File: config.mk
export PLATFORM = sky130hd
export DESIGN_NAME = convex_polygon_span
export DESIGN_NICKNAME = d
export VERILOG_FILES = /design/src/hw/rtl/cps_pkg.sv /design/src/hw/rtl/convex_polygon_span.sv /design/src/hw/rtl/cps_ctrl.sv /design/src/hw/rtl/cps_dp.sv
export SDC_FILE = /design/constraint.sdc
export NUM_CORES = 2
export LEC_CHECK = 0
export BUFFER_PORTS_ARGS = -buffer_cell sky130_fd_sc_hd__buf_2
export CORE_ASPECT_RATIO = 0.75
export CORE_MARGIN = 2
export CORE_UTILIZATION = 35
export CTS_BUF_LIST = sky130_fd_sc_hd__clkbuf_16
export DETAILED_ROUTE_END_ITERATION = 12
export PLACE_DENSITY = 0.47
export SLEW_MARGIN = 20
export SYNTH_ARGS = -nofsm -noshare
export SYNTH_HDL_FRONTEND = slang
export SYNTH_HIERARCHICAL = 1
export SYNTH_SLANG_ARGS = --single-unit
File: constraint.sdc
create_clock -name clk_i -period 49.6 [get_ports clk_i]
set_clock_uncertainty 0.15 [all_clocks]
set_input_delay 4.96 -clock clk_i [delete_from_list [all_inputs] [get_ports clk_i]]
set_output_delay 4.96 -clock clk_i [all_outputs]
set_load 0.05 [all_outputs]
File: src/hw/rtl/cps_pkg.sv
// Shared types for the convex polygon span block.
// Holds the controller state enum, opcode and status codes, and the command/status structs.
// No dependencies.
`default_nettype none
package cps_pkg;

  localparam logic OpAdd       = 1'b0;
  localparam logic OpQuery     = 1'b1;
  localparam logic StatusOk    = 1'b0;
  localparam logic StatusEmpty = 1'b1;

  typedef enum logic [3:0] {
    ST_IDLE,
    ST_SIDE,
    ST_RD,
    ST_CHK,
    ST_MUL0,
    ST_MUL1,
    ST_DIV,
    ST_FIN,
    ST_OUT
  } cps_state_e;

  typedef struct packed {
    logic add_we;
    logic load_q;
    logic side_next;
    logic take_direct;
    logic set_empty;
    logic walk_init;
    logic walk_step;
    logic interp_init;
    logic mul_lo;
    logic mul_hi;
    logic div_step;
    logic finish;
  } cps_cmd_t;

  typedef struct packed {
    logic empty;
    logic direct;
    logic side_right;
    logic go;
    logic div_done;
  } cps_stat_t;

endpackage
`default_nettype wire

File: src/hw/rtl/convex_polygon_span.sv
// Top level of the convex polygon span block.
// Instantiates cps_ctrl and cps_dp; depends on cps_pkg.
//
// Usage:
//  Input channel (in_valid_i / in_stall_o) carries opcode_i, x_coord_i,
//  y_coord_i. Opcode 0 stores a vertex (clockwise order, Q16.16); a vertex
//  past MAX_VERTICES is dropped. Opcode 1 queries the span at y_coord_i.
//  Output channel (out_valid_o / out_stall_i) returns left_x_o, right_x_o
//  and status_o for each query; status 1 means no vertex stored.
//  One item is in work at a time. An add is stored in the idle state. A
//  query handles each side in turn: when y is outside the polygon height
//  the side is answered directly; otherwise the walk reads and checks
//  one vertex at a time from the single-port vertex memory, then the
//  shared multiplier forms the low and high partial products, and the
//  one-bit-per-cycle restoring divider and a final add give the x;
//  then the result is presented.
//  in_stall_o stays high while a query is in work or its result waits.
//  The result holds on the outputs while out_stall_i is high.
//  Reset clears the vertex count and extreme indices; memory contents
//  are left as they are and read only after being written.
`default_nettype none
module convex_polygon_span #(
  parameter int MAX_VERTICES = 16
) (
  input  wire               clk_i,
  input  wire               rst_ni,
  input  wire               in_valid_i,
  output logic              in_stall_o,
  input  wire               opcode_i,
  input  wire signed [31:0] x_coord_i,
  input  wire signed [31:0] y_coord_i,
  output logic              out_valid_o,
  input  wire               out_stall_i,
  output logic signed [31:0] left_x_o,
  output logic signed [31:0] right_x_o,
  output logic              status_o
);
  import cps_pkg::*;

  cps_cmd_t  cmd;
  cps_stat_t stat;

  cps_ctrl u_ctrl (
    .clk_i       (clk_i),
    .rst_ni      (rst_ni),
    .in_valid_i  (in_valid_i),
    .opcode_i    (opcode_i),
    .out_stall_i (out_stall_i),
    .stat_i      (stat),
    .cmd_o       (cmd),
    .in_stall_o  (in_stall_o),
    .out_valid_o (out_valid_o)
  );

  cps_dp #(
    .MAX_VERTICES (MAX_VERTICES)
  ) u_dp (
    .clk_i     (clk_i),
    .rst_ni    (rst_ni),
    .cmd_i     (cmd),
    .stat_o    (stat),
    .x_coord_i (x_coord_i),
    .y_coord_i (y_coord_i),
    .left_x_o  (left_x_o),
    .right_x_o (right_x_o),
    .status_o  (status_o)
  );

endmodule
`default_nettype wire

File: src/hw/rtl/cps_ctrl.sv
// Controller state machine of the convex polygon span block.
// Depends on cps_pkg; drives cps_dp through cps_cmd_t.
`default_nettype none
module cps_ctrl (
  input  wire              clk_i,
  input  wire              rst_ni,
  input  wire              in_valid_i,
  input  wire              opcode_i,
  input  wire              out_stall_i,
  input  cps_pkg::cps_stat_t stat_i,
  output cps_pkg::cps_cmd_t  cmd_o,
  output logic             in_stall_o,
  output logic             out_valid_o
);
  import cps_pkg::*;

  cps_state_e state_q, state_d;

  always_ff @(posedge clk_i or negedge rst_ni) begin
    if (!rst_ni) begin
      state_q <= ST_IDLE;
    end else begin
      state_q <= state_d;
    end
  end

  always_comb begin
    state_d = state_q;
    case (state_q)
      ST_IDLE: begin
        if (in_valid_i && opcode_i == OpQuery) state_d = ST_SIDE;
      end
      ST_SIDE: begin
        if (stat_i.empty) state_d = ST_OUT;
        else if (stat_i.direct) begin
          if (stat_i.side_right) state_d = ST_OUT;
        end else state_d = ST_RD;
      end
      ST_RD:   state_d = ST_CHK;
      ST_CHK:  state_d = stat_i.go ? ST_RD : ST_MUL0;
      ST_MUL0: state_d = ST_MUL1;
      ST_MUL1: state_d = ST_DIV;
      ST_DIV: begin
        if (stat_i.div_done) state_d = ST_FIN;
      end
      ST_FIN:  state_d = stat_i.side_right ? ST_OUT : ST_SIDE;
      ST_OUT: begin
        if (!out_stall_i) state_d = ST_IDLE;
      end
      default: state_d = ST_IDLE;
    endcase
  end

  always_comb begin
    cmd_o       = '0;
    in_stall_o  = 1'b1;
    out_valid_o = 1'b0;
    case (state_q)
      ST_IDLE: begin
        in_stall_o     = 1'b0;
        cmd_o.add_we   = in_valid_i && opcode_i == OpAdd;
        cmd_o.load_q   = in_valid_i && opcode_i == OpQuery;
      end
      ST_SIDE: begin
        if (stat_i.empty) cmd_o.set_empty = 1'b1;
        else if (stat_i.direct) begin
          cmd_o.take_direct = 1'b1;
          cmd_o.side_next   = !stat_i.side_right;
        end else cmd_o.walk_init = 1'b1;
      end
      ST_RD: ;
      ST_CHK: begin
        cmd_o.walk_step   = stat_i.go;
        cmd_o.interp_init = !stat_i.go;
      end
      ST_MUL0: cmd_o.mul_lo = 1'b1;
      ST_MUL1: cmd_o.mul_hi = 1'b1;
      ST_DIV:  cmd_o.div_step = 1'b1;
      ST_FIN: begin
        cmd_o.finish    = 1'b1;
        cmd_o.side_next = !stat_i.side_right;
      end
      ST_OUT: out_valid_o = 1'b1;
      default: ;
    endcase
  end

endmodule
`default_nettype wire

File: src/hw/rtl/cps_dp.sv
// Datapath of the convex polygon span block: vertex memory, extreme
// tracking, outline walk, shared multiplier and restoring divider.
// Depends on cps_pkg; controlled by cps_ctrl.
`default_nettype none
module cps_dp #(
  parameter int MAX_VERTICES = 16
) (
  input  wire                clk_i,
  input  wire                rst_ni,
  input  cps_pkg::cps_cmd_t  cmd_i,
  output cps_pkg::cps_stat_t stat_o,
  input  wire  signed [31:0] x_coord_i,
  input  wire  signed [31:0] y_coord_i,
  output logic signed [31:0] left_x_o,
  output logic signed [31:0] right_x_o,
  output logic               status_o
);
  import cps_pkg::*;

  localparam int IW = (MAX_VERTICES > 1) ? $clog2(MAX_VERTICES) : 1;
  localparam int CW = $clog2(MAX_VERTICES + 1);
  localparam logic [CW-1:0] MaxCnt = CW'(MAX_VERTICES);

  logic [63:0] mem [MAX_VERTICES];
  logic [63:0] rd_q;

  logic [CW-1:0] count_q;
  logic [IW-1:0] top_idx_q, bot_idx_q, cur_q;
  logic signed [31:0] top_x_q, top_y_q, bot_x_q, bot_y_q, qy_q;
  logic signed [31:0] prev_x_q, prev_y_q, xa_q;
  logic [CW-1:0] steps_q;
  logic side_q;
  logic [32:0] mag_dx_q, mag_num_q, mag_den_q;
  logic neg_q, den_zero_q;
  logic [64:0] acc_q;
  logic [32:0] rem_q;
  logic [6:0] div_cnt_q;
  logic signed [31:0] left_q, right_q;
  logic status_q;

  logic signed [31:0] rd_x, rd_y;
  assign rd_x = rd_q[63:32];
  assign rd_y = rd_q[31:0];

  function automatic logic [IW-1:0] next_idx(input logic [IW-1:0] i,
                                             input logic [CW-1:0] cnt);
    logic [CW:0] inc;
    inc = {{(CW+1-IW){1'b0}}, i} + 1'b1;
    return (inc >= {1'b0, cnt}) ? '0 : inc[IW-1:0];
  endfunction

  // direct answer when y is outside the polygon height on this side, or at the extreme this side's walk starts from
  logic direct;
  logic signed [31:0] direct_x;
  always_comb begin
    direct   = 1'b0;
    direct_x = top_x_q;
    if (!side_q) begin
      if (qy_q > top_y_q) begin
        direct = 1'b1; direct_x = top_x_q;
      end else if (qy_q <= bot_y_q) begin
        direct = 1'b1; direct_x = bot_x_q;
      end
    end else begin
      if (qy_q < bot_y_q) begin
        direct = 1'b1; direct_x = bot_x_q;
      end else if (qy_q >= top_y_q) begin
        direct = 1'b1; direct_x = top_x_q;
      end
    end
  end

  logic [CW:0] steps_inc;
  logic go;
  assign steps_inc = {1'b0, steps_q} + 1'b1;
  assign go = (steps_inc < {1'b0, count_q}) && (side_q ? (qy_q < rd_y) : (qy_q > rd_y));

  assign stat_o.empty      = (count_q == '0);
  assign stat_o.direct     = direct;
  assign stat_o.side_right = side_q;
  assign stat_o.go         = go;
  assign stat_o.div_done   = (div_cnt_q == 7'd64);

  // edge setup
  logic signed [32:0] dx, num, den;
  assign dx  = 33'(rd_x) - 33'(prev_x_q);
  assign num = 33'(qy_q) - 33'(prev_y_q);
  assign den = 33'(rd_y) - 33'(prev_y_q);

  // shared 33x17 multiplier
  logic [16:0] mul_b;
  logic [49:0] prod;
  assign mul_b = cmd_i.mul_hi ? {1'b0, mag_num_q[32:17]} : mag_num_q[16:0];
  assign prod  = 50'(mag_dx_q) * 50'(mul_b);

  // restoring divider step
  logic [33:0] rem_sh, rem_sub;
  logic        q_bit;
  assign rem_sh  = {rem_q, acc_q[64]};
  assign q_bit   = rem_sh >= {1'b0, mag_den_q};
  assign rem_sub = rem_sh - {1'b0, mag_den_q};

  // final add with clamp and saturation
  localparam logic [64:0] QLim = 65'd1 << 33;
  logic [33:0] qc;
  logic signed [35:0] r_sum;
  logic signed [31:0] r_sat;
  always_comb begin
    qc = (acc_q > QLim) ? 34'(QLim) : acc_q[33:0];
    r_sum = 36'(xa_q) + (neg_q ? -$signed({2'b0, qc}) : $signed({2'b0, qc}));
    if (r_sum > 36'sd2147483647) r_sat = 32'sh7fffffff;
    else if (r_sum < -36'sd2147483648) r_sat = 32'sh80000000;
    else r_sat = r_sum[31:0];
    if (den_zero_q) r_sat = xa_q;
  end

  always_ff @(posedge clk_i) begin
    if (cmd_i.add_we && count_q < MaxCnt) begin
      mem[count_q[IW-1:0]] <= {x_coord_i, y_coord_i};
    end
    rd_q <= mem[cur_q];
  end

  always_ff @(posedge clk_i or negedge rst_ni) begin
    if (!rst_ni) begin
      count_q   <= '0;
      top_idx_q <= '0;
      bot_idx_q <= '0;
      side_q    <= 1'b0;
    end else begin
      if (cmd_i.add_we && count_q < MaxCnt) begin
        if (count_q == '0 || y_coord_i >= top_y_q) top_idx_q <= count_q[IW-1:0];
        if (count_q == '0 || y_coord_i <= bot_y_q) bot_idx_q <= count_q[IW-1:0];
        count_q <= count_q + 1'b1;
      end
      if (cmd_i.load_q) side_q <= 1'b0;
      else if (cmd_i.side_next) side_q <= 1'b1;
    end
  end

  always_ff @(posedge clk_i) begin
    if (cmd_i.add_we && count_q < MaxCnt) begin
      if (count_q == '0 || y_coord_i >= top_y_q) begin
        top_x_q <= x_coord_i; top_y_q <= y_coord_i;
      end
      if (count_q == '0 || y_coord_i <= bot_y_q) begin
        bot_x_q <= x_coord_i; bot_y_q <= y_coord_i;
      end
    end
    if (cmd_i.load_q) begin
      qy_q     <= y_coord_i;
      status_q <= StatusOk;
    end
    if (cmd_i.set_empty) begin
      left_q <= '0; right_q <= '0; status_q <= StatusEmpty;
    end
    if (cmd_i.take_direct) begin
      if (side_q) right_q <= direct_x;
      else left_q <= direct_x;
    end
    if (cmd_i.finish) begin
      if (side_q) right_q <= r_sat;
      else left_q <= r_sat;
    end
    if (cmd_i.walk_init) begin
      prev_x_q <= side_q ? top_x_q : bot_x_q;
      prev_y_q <= side_q ? top_y_q : bot_y_q;
      cur_q    <= next_idx(side_q ? top_idx_q : bot_idx_q, count_q);
      steps_q  <= '0;
    end
    if (cmd_i.walk_step) begin
      prev_x_q <= rd_x;
      prev_y_q <= rd_y;
      cur_q    <= next_idx(cur_q, count_q);
      steps_q  <= steps_inc[CW-1:0];
    end
    if (cmd_i.interp_init) begin
      xa_q       <= prev_x_q;
      mag_dx_q   <= dx[32] ? 33'(-dx) : 33'(dx);
      mag_num_q  <= num[32] ? 33'(-num) : 33'(num);
      mag_den_q  <= den[32] ? 33'(-den) : 33'(den);
      neg_q      <= dx[32] ^ num[32] ^ den[32];
      den_zero_q <= (den == '0);
    end
    if (cmd_i.mul_lo) begin
      acc_q     <= 65'(prod);
      rem_q     <= '0;
      div_cnt_q <= '0;
    end
    if (cmd_i.mul_hi) acc_q <= acc_q + 65'({17'b0, prod} << 17);
    if (cmd_i.div_step) begin
      acc_q     <= {acc_q[63:0], q_bit};
      rem_q     <= q_bit ? rem_sub[32:0] : rem_sh[32:0];
      div_cnt_q <= div_cnt_q + 1'b1;
    end
  end

  assign left_x_o  = left_q;
  assign right_x_o = right_q;
  assign status_o  = status_q;

endmodule
`default_nettype wire
[Word-level counts from Yosys, hierarchy flattened]
Memory sizes are Yosys's and may differ from the RTL's. A register that Yosys moved wholly into a read port is not among the register bits.
Cells that the tools add are included.
Cells by class
  reductions and logical operators: 18
  eq/ne operators: 13
  bitwise logic cells: 3
  multiplexer cells: 78
  divide/modulo/power cells: 0
  shift operators: 0
  multiply operators: 1
  add/sub/neg operators: 15
  $lt $le $gt $ge: 16
Operators by type and width (count)
  two-way mux 32 bit: 26
  two-way mux 65 bit: 3
  two-way mux 33 bit: 3
  negator 33 bit: 3
  subtractor 32 x 32 -> 33 bit: 3
  adder 65 bit: 1
  > comparator 65 x 34 -> 1 bit, second input constant: 1
  >= comparator 32 bit: 2
  > comparator 32 bit: 2
  less-or-equal comparator 32 bit: 2
  less-than comparator 32 bit: 2
  multiplier 33 x 17 -> 50 bit: 1
  two-way mux 4 bit: 12
  adder 32 x 36 -> 36 bit: 1
  > comparator 36 x 32 -> 1 bit, second input constant: 1
  less-than comparator 36 x 32 -> 1 bit, second input constant: 1
  two-way mux 36 bit: 1
  negator 34 -> 36 bit: 1
  case mux 4 bit (9 select lines): 1
  >= comparator 34 x 33 -> 1 bit: 1
  two-way mux 34 bit: 1
  logical NOT 33 bit: 1
  subtractor 33 bit: 1
  two-way mux 1 bit: 19
  32 further kinds: 54
Word-level totals
  latch bits: 0
  bits of input ports: 69
  flip-flop bits (word level): 554
  memory bits (writable): 1024
  word-level logic and storage cells: 174
  output and inout bits: 67
  memories kept: 1
  bits in read-only memories: 0
Memory list
  u_dp.mem: depth 16, width 64, read ports 1, clocked after Yosys merged registers in 1, wr ports 1, line cps_dp.sv:24  | logic [63:0] mem [MAX_VERTICES];

[Logic depth before layout (Yosys ltp)]
  depth after elaboration: 12
  gate-level depth with buffers: 42
  mapped depth without buffers: 39

[By module]
The synthesis kept the hierarchy.
Modules (own cells, without submodules)
  cps_dp: area an instance 98734.7 sq um, seq. area each 47825.9 sq um, instances 1, cells an instance 8348
  cps_ctrl: area an instance 400.4 sq um, seq. area each 100.1 sq um, instances 1, cells an instance 51

[Worst setup path before layout]
OpenSTA, ideal clock, no wires.
  path kind: register to register
  start point: register u_dp.qy_q[1]
  end point: register u_dp.den_zero_q (enable)
  path slack: 33.599 ns
  required time: 48.499 ns
  period minus slack after synthesis: 16.001 ns
  setup time: 0.951 ns
  arrival time: 14.900 ns
  path buffers: 1
  cell stages (with the launch flop): 15
  cells stage by stage: edfxtp_1 -> ha_1 -> nor2b_1 -> o21a_1 -> o21a_1 -> o21a_1 -> o21a_1 -> o21ai_0 -> a21oi_1 -> nor4_1 -> and4_1 -> or4_1 -> a21oi_1 -> buf_4 -> nor4_1
RTL lines
  start, declared: line cps_dp.sv:29  | logic signed [31:0] top_x_q, top_y_q, bot_x_q, bot_y_q, qy_q;
  start signal, assigned: line cps_dp.sv:151  | qy_q <= y_coord_i;
  end signal, assigned: line cps_dp.sv:183  | den_zero_q <= (den == '0);
  end, declared: line cps_dp.sv:34  | logic neg_q, den_zero_q;

==> run metrics <==
Tcrit/Tclk final=around a quarter; synthesis-stage register bit count=between 1500 and 2000; Compound-Gate Fraction of Synth Area=11.1%; Die Width=a little over 600 µm; Initial Util=35.1%; routed wire length=about 310 mm; YS warnings=6; number of distinct library cells after synthesis=between 100 and 150; post-synthesis mux area share=a little under 8%; Remaining DRCs=0; Synth Area in XOR/XNOR=under 10%; global route overflow=0; vias per cell=around 5.4; CP Launch Type=flip-flop; Worst setup startpoint=u_ctrl/state_q[3]$_DFFE_PN0P_; initial antenna violation count=55; vias in the first global route=66951; Crit Path Max Fanout=46; Crit Path Class=flip-flop to flip-flop; Adder-Cell Fraction of Synth Area=16.1%; Main synth FF type=edfxtp_1; drt first pass iters=6; total track usage=21.5%; Worst R2R Setup Slack=between 30 and 40 ns; core area=around 0.28 mm²; routed length on met2=139 mm; CP most frequent cell=fa_1; EDFF count, synth=~1500; fraction of registers with async set/reset=about 1.1%; CTS Sinks=approximately 1600; Reg2Reg Depth=37; min Tclk post-route=12.09 ns; I/O Buffers=roughly 140; Die Footprint=~0.29 mm²; row count=169; wire length per cell=about 25 µm; met3 routed WL=between 15 and 20 mm; CTS tree=done; Final setup viols=0; via count=roughly 67000; final hold vios=0; setup_tns=0 ns; Syn Nets=between 9000 and 10000; Filler cells=27009; Worst slew margin=between 20% and 30%; Post-CTS Setup Bufs=0; crit path max-delay cell type=nor3b_2; post-CTS resize count=0; most frequent cells in the layout=edfxtp_1, inv_1, nand2_1; RSZ-0062 raised after global routing=no; crit path DAT=12.49 ns; wl on met1=approximately 150 mm; largest family of logic cells by synthesized area=adder cells; clk slew on worst S/H paths=~0.060 ns; Die H=465 µm; Peak Freq=between 80 and 90 MHz; Post-Syn Area=0.0991 mm²; Nets=~9500; CTS H-tree depth=4; Hold WC Path Type=flip-flop to flip-flop; origin of the critical flop-to-flop path=u_ctrl/state_q[3]$_DFFE_PN0P_; slowest stage delay, CP=just over 0.8 ns; post-route ant nets=0; root buffer cell=clkbuf_16; CTS Buf Count=180; largest net degree at the start of global routing=between 100 and 150; clk_lat worst skew=a little under 0.9 ns; simple-gate share of the synthesized area=a little under a tenth; Setup crit end=u_dp/acc_q[64]$_DFFE_PP_; Max-cap violations=0; top routing layer used=met5; syn_area_per_cell=~12 µm²; I/O pin total=~140; share of cells above drive strength 1=roughly 10%; worst-margin pin slew=between 1 and 1.5 ns; DRT iter0 DRCs=~5600; status=complete, no violations; Layout Area Growth over Synthesis=11.1%; Clock Tree Buf Depth=4; Worst Setup End Kind=flip-flop; pins over their slew limit=0; reg2reg end=u_dp/acc_q[64]$_DFFE_PP_; first-pass GRT wire length=approximately 460 mm; Critical Path RT=roughly 50 ns; DP HPWL=219 mm; Cells after Synth=approximately 8400; Post-CTS Hold Buffers=0; post-synthesis sequential area ratio=between 40% and 50%; Worst Hold Depth=0; commonest non-fill, non-tap cell in the layout=edfxtp_1; RD Place Congestion=0.906
==> sequential cells by signal (all words and copies together), names as in the netlist, 5 cells and up <==
| signal | cells |
|---|---|
| u_dp/div_cnt_q | 7 |
| u_dp/mem | 1024 |
| u_dp/top_x_q | 32 |
| u_dp/count_q | 5 |
| u_dp/right_x_o | 32 |
| u_dp/prev_x_q | 32 |
| u_dp/rem_q | 33 |
| u_dp/bot_y_q | 32 |
| u_dp/top_y_q | 32 |
| u_dp/mag_dx_q | 33 |
| u_dp/prev_y_q | 32 |
| u_dp/qy_q | 32 |
| u_dp/left_x_o | 32 |
| u_dp/acc_q | 65 |
| u_dp/steps_q | 5 |
| u_dp/mag_num_q | 33 |
| u_dp/rd_q | 64 |
| u_dp/xa_q | 32 |
| u_dp/mag_den_q | 33 |
| u_dp/bot_x_q | 32 |
==> cells by family after synthesis <==
kind of cell	count (synthesis)
AOI/OAI and AO/OA	1700
buffers and inverters	1245
muxes	587
and+or+nand+nor	1909
DFF	1642
xor gates and xnor gates	323
adders and majority gates	993
==> cells in the mapped netlist, types with 72 or more instances <==
library cell	number	area (µm²)
mux2i_1	349	3490
ha_1	523	6540
nor2_1	341	1280
dfxtp_1	129	2580
xor2_1	112	981
nand3_1	90	450
nor3_1	84	420
o21a_1	78	586
fa_1	470	9410
xnor2_1	210	1840
clkbuf_1	299	1120
mux4_2	128	2880
edfxtp_1	1495	44900
o21ai_0	439	2200
a21oi_1	409	2050
and2_1	213	1330
inv_1	885	3320
a22oi_1	72	541
a21o_1	158	1190
nand2_1	812	3050
mux2_2	110	1240
==> critical path, delay by kind of cell (launching register included) <==
| family | cells | cell delay, ns |
|---|---|---|
| AO/OA/AOI/OAI | 10 | 2.51 |
| XOR/XNOR | 1 | 0.13 |
| adder cells (fa/ha/maj) | 8 | 3.93 |
| buffers and inverters | 6 | 0.93 |
| flip-flops | 1 | 0.49 |
| multiplexers | 1 | 0.80 |
| AND/OR/NAND/NOR | 11 | 2.87 |
==> worst min path at each step <==
stage,start,endpoint,slack [ns]
after floorplan,u_dp/prev_x_q[10]$_DFFE_PP_,u_dp/xa_q[10]$_DFFE_PP_,0.28
after global placement,u_dp/prev_x_q[7]$_DFFE_PP_,u_dp/xa_q[7]$_DFFE_PP_,0.28
after detailed placement,u_dp/prev_x_q[2]$_DFFE_PP_,u_dp/xa_q[2]$_DFFE_PP_,0.29
after CTS,u_dp/prev_x_q[2]$_DFFE_PP_,u_dp/xa_q[2]$_DFFE_PP_,0.30
after global routing,u_dp/prev_x_q[4]$_DFFE_PP_,u_dp/xa_q[4]$_DFFE_PP_,0.32
final,u_dp/prev_x_q[2]$_DFFE_PP_,u_dp/xa_q[2]$_DFFE_PP_,0.30
==> final cells by class <==
type                       count  area, µm²  area share [%]
timing repair buffer         260       1680            1.53
tap                         3762       4710            4.27
antenna                       12       30.0          0.0273
inverter                     888       3330            3.03
clock buffer                 182       4550            4.13
multi-input combinational   5512      46800            42.5
sequential                  1642      47900            43.5
clock inverter               140       1160            1.05
==> per-stage QoR <==
step	hold slack, ns	area [µm²]	instances	worst slack [ns]	util [%]
CTS	0.303	110000	12382	37.50	39.0
detailed placement	0.288	104000	12060	37.53	37.0
finish	0.301	110000	12398	37.51	39.0
global placement	0.278	104000	12059	37.48	37.0
floorplan	0.276	99100	8399	33.60	-
global route	0.323	110000	12389	36.68	39.0
==> per-layer routing <==
metal  GRT usage [%]  up-vias
met5               0        -
met4            4.60       20
met1            31.8    34365
met2            33.6     1891
met3            2.86      362
li1                -    30449
Power is not shown: default switching activity piles up to over one toggle a cycle in this logic, so the estimate is an artifact.
